[src/hdl/bfdssm_pkg.sv]
`default_nettype none

package bfdssm_pkg;

  // table size and field widths
  localparam int unsigned SESSIONS  = 64;
  localparam int unsigned SessIdxW  = $clog2(SESSIONS);
  localparam int unsigned SessionW  = 6;
  localparam int unsigned IntervalW = 32;

  // default transmit interval while not up, and the reset value of each stored cur_tx
  localparam logic [IntervalW-1:0] SLOW_TX_DEFAULT = 32'd1000000;

  // configuration register indexes
  localparam logic CfgSlowTx = 1'b0;
  localparam logic CfgListen = 1'b1;

  // session states
  typedef enum logic [1:0] {
    ST_ADMIN = 2'd0,
    ST_DOWN  = 2'd1,
    ST_INIT  = 2'd2,
    ST_UP    = 2'd3
  } sess_st_e;

  // event codes
  typedef enum logic [2:0] {
    EV_R_ADMIN = 3'd0,
    EV_R_DOWN  = 3'd1,
    EV_R_INIT  = 3'd2,
    EV_R_UP    = 3'd3,
    EV_L_ADMIN = 3'd4,
    EV_L_UP    = 3'd5,
    EV_TIMEOUT = 3'd6,
    EV_INVALID = 3'd7
  } event_e;

  // result status codes
  typedef enum logic [1:0] {
    STAT_OK      = 2'd0,
    STAT_SESS    = 2'd1,
    STAT_LOCAL   = 2'd2,
    STAT_INVALID = 2'd3
  } status_e;

  // fault timer commands
  typedef enum logic [1:0] {
    FT_NONE  = 2'd0,
    FT_START = 2'd1,
    FT_STOP  = 2'd2
  } fault_cmd_e;

  // diagnostic codes
  localparam logic [3:0] DIAG_NONE     = 4'd0;
  localparam logic [3:0] DIAG_EXPIRED  = 4'd1;
  localparam logic [3:0] DIAG_NEIGHBOR = 4'd3;
  localparam logic [3:0] DIAG_ADMIN    = 4'd7;

  // one session table entry
  typedef struct packed {
    sess_st_e             state;
    logic [3:0]           diag;
    logic [IntervalW-1:0] cur_tx;
    logic                 poll_flag;
    logic [IntervalW-1:0] poll_tx;
    logic [IntervalW-1:0] poll_rx;
  } entry_t;

  localparam entry_t EntryReset = '{
    state:     ST_ADMIN,
    diag:      DIAG_NONE,
    cur_tx:    SLOW_TX_DEFAULT,
    poll_flag: 1'b0,
    poll_tx:   '0,
    poll_rx:   '0
  };

  // controller to datapath commands
  typedef struct packed {
    logic capture;  // latch item and read the session entry
    logic exec;     // apply the transition, write back, load results
  } dp_cmd_t;

endpackage

`default_nettype wire

[src/hdl/bfdssm_ctrl.sv]
`default_nettype none

module bfdssm_ctrl (
  input  wire logic                clk_i,
  input  wire logic                rst_ni,
  input  wire logic                start,
  output logic                     busy,
  output logic                     done_o,
  output bfdssm_pkg::dp_cmd_t      cmd_o
);

  typedef enum logic [2:0] {
    S_IDLE = 3'b001,
    S_LOOK = 3'b010,
    S_DONE = 3'b100
  } ctrl_st_e;

  ctrl_st_e state_q, state_d;
  logic     accept;

  assign busy   = (state_q == S_LOOK);
  assign done_o = (state_q == S_DONE);
  assign accept = start && !busy;

  // next state
  always_comb begin
    state_d = state_q;
    unique case (state_q)
      S_IDLE:  state_d = accept ? S_LOOK : S_IDLE;
      S_LOOK:  state_d = S_DONE;
      S_DONE:  state_d = accept ? S_LOOK : S_IDLE;
      default: state_d = S_IDLE;
    endcase
  end

  always_ff @(posedge clk_i or negedge rst_ni) begin
    if (!rst_ni) begin
      state_q <= S_IDLE;
    end else begin
      state_q <= state_d;
    end
  end

  // datapath commands
  assign cmd_o.capture = accept;
  assign cmd_o.exec    = (state_q == S_LOOK);

endmodule

`default_nettype wire

[config.mk]
export PLATFORM = sky130hd
export DESIGN_NAME = bfdssm_ctrl
export DESIGN_NICKNAME = d
export VERILOG_FILES = /design/src/hdl/bfdssm_pkg.sv /design/src/hdl/bfdssm_ctrl.sv
export SDC_FILE = /design/constraint.sdc
export NUM_CORES = 1
export LEC_CHECK = 0
export ABC_AREA = 1
export ABC_CLOCK_PERIOD_IN_PS = 1020
export BUFFER_PORTS_ARGS = -buffer_cell sky130_fd_sc_hd__buf_2
export CORE_AREA = 2 2 39 41
export CTS_CLUSTER_SIZE = 14
export DETAILED_ROUTE_END_ITERATION = 8
export DIE_AREA = 0 0 41 43
export PLACE_DENSITY_LB_ADDON = 0.12
export SLEW_MARGIN = 40
export SYNTH_ARGS = -nofsm -noshare
export SYNTH_HDL_FRONTEND = slang
export SYNTH_SLANG_ARGS = --single-unit
[constraint.sdc]
create_clock -name clk_i -period 1.02 [get_ports clk_i]
set_clock_uncertainty 0.15 [all_clocks]
set_input_delay 0.102 -clock clk_i [delete_from_list [all_inputs] [get_ports clk_i]]
set_output_delay 0.102 -clock clk_i [all_outputs]
set_load 0.02 [all_outputs]
==> metrics <==
Starting Density=10.8%; htree depth=1; Die Footprint=1760 µm²; I/O pins=7; Post-Place Cells=39; cells along the critical path=inv_2 -> nand2_4 -> o21ai_2 -> inv_1 -> buf_6; register area share after synthesis=51.3%; die width=41 µm; CP startpoint kind=flop; Hold Path Class=in2async; CTS tree=yes; Power Density=2520 nW/µm²; layout cell share with drive strength beyond 1=58.6%; relative slew slack=86.6%; Ys Warns=0; largest stage delay on the critical path=530 ps; Place WS=-127 ps; slowest cell on the critical path=dfstp_2; Pleak=0.147 nW; Async SR Flop Fraction=100%; Nets=33; Peak supply drop=0.742 mV; routed vias/inst=3.22; maximum clock path buffer count=2; Register Area=76.3 µm²; largest net degree at the start of global routing=5; PnR worst setup slack=-321 ps; kind of critical path=reg2out; Yosys top cell by area=dfrtp_1; multi-input logic area=67.6 µm²; total power=692 µW; fin crit share=131%; Max Slew Vio Count=0; fin cells=45; worst skew pair latency=230 ps; Area contributors post-synth=dfrtp_1, dfstp_2, buf_4, inv_1, nand2_1; CP Data Arrival Time=1090 ps; failing checks=negative setup slack; synthesis-stage register bit count=3; Main synth FF type=dfrtp_1; initial antenna violation count=0; CTS Root Cell=clkbuf_4; CTS Buf Count=3; Worst Path Required=770 ps; Slew @ Worst Pin=202 ps; status=complete, but fails checks; Post-synth EDFFs=0; placed cell areas=194 µm²; Fin. Hold Viols=0; Residual DRC=0; Pre-antenna DRT Iters=2; CORE AREA=1380 µm²; Hold Slack=42.9 ps; first-pass GRT wire length=586 µm; Clock Sinks=3; Worst-path clk slew=40 ps; Die H=43 µm; Synth top area share=33.6%; Fmax=746 MHz; area of the mapped netlist=149 µm²; fillers=159; Cell Rows=14; Post-Route Utilization=19.9%; setup TNS=-1420 ps; vias in the first global route=164; drt wl/cell=7.40 µm; ANT cells=0; post-route cell area=275 µm²; max FFs per register=3; unrepaired setup endpoints after global routing=true; largest reg by FF count=state_q; GRT Residual Overflow=0; Cells after Synth=19; Total GRT Usage=5.43%; Final min period=1340 ps; port bufs=6; Mapped Nets=22; Avg Cell Area, Syn=7.84 µm²; Max-Cap Viols=0; Routed WL=333 µm; Top Registers=state_q: 3 flops; CP Capture Type=output pin; Vias=145; Area growth, synth to finish=84.9%; CP max FO=2; commonest cells in the synthesized netlist=inv_1, nand2_1, nor2_1; setup violators final=7; GP Congestion=0.587; DR iter-0 viols=1; Cell variety after synth=9; Antenna Violating Nets Remaining=0
critical path: cells and delay by family, from the launching register on:
family                 cells  cell delay [ps]
AND/OR/NAND/NOR            1               60
flip-flops                 1              530
AO/OA/AOI/OAI              1               50
buffers and inverters      3              220
worst paths after layout:
kind / from / to / slack, ps / cells past startpoint
setup / recovery: state_q[0] / cmd_o[1] / -320 / 5
hold / removal: rst_ni / state_q[1] / 40 / 2
setup reg to reg: state_q[0] / state_q[1] / -100 / 4
hold reg to reg: state_q[0] / state_q[0] / 470 / 4
max in group asynchronous: rst_ni / state_q[0] / 480 / 2
min in group clk_i: start / state_q[0] / 80 / 4
cell families (layout without fill, tap and decap cells):
kind of cell,Yosys count,after routing,synth area share [%]
buffers and inverters,6,16,20.2
flip-flops,3,3,51.3
AO/OA/AOI/OAI,2,2,6.72
AND/OR/NAND/NOR,8,8,21.8
per-layer routing:
| layer | vias to the layer above | track usage [%] | share of wire (%) |
|---|---|---|---|
| met2 | 5 | 6.56 | 44 |
| met5 | - | 0 | 0 |
| met1 | 67 | 5.48 | 46 |
| met4 | 0 | 6.00 | 0 |
| met3 | 0 | 3.66 | 10 |
| li1 | 73 | - | - |
power by group:
| part | switching [mW] | internal [mW] |
|---|---|---|
| Combinational | 0.141 | 0.126 |
| Sequential | 0.0472 | 0.173 |
| Clock | 0.0579 | 0.146 |
| Total | 0.247 | 0.446 |
layout by cell type, fill, tap and decap left out:
master	netlist	layout
clkbuf_1	0	1
nor2_1	3	2
clkbuf_4	0	3
dfstp_2	1	1
inv_1	4	3
buf_2	0	3
and2_1	1	1
buf_6	0	4
nor2_4	0	1
nand2_1	4	2
dfrtp_1	2	2
nand2_4	0	1
a21oi_2	0	1
nand2_2	0	1
inv_2	0	1
o21ai_2	0	1
dlygate4sd3_1	0	1
layout make-up:
class / instances / share of cell area [%]
flip-flops and latches: 3 / 27.7
repair buffers: 8 / 25.5
multi-input cells: 10 / 24.5
clock buffers: 4 / 9.55
well taps: 16 / 7.27
inverters: 4 / 5.45
repair_timing:
item / 4_1_cts / 5_1_grt
gates cloned: 0 / 0
endpoints found under the setup margin: 6 / 7
hold buffers: 1 / 0
buffers inserted: 1 / 1
hold endpoints to repair: 3 / 0
gates resized for setup: 8 / 4
Power figures use the tool's default switching activity.
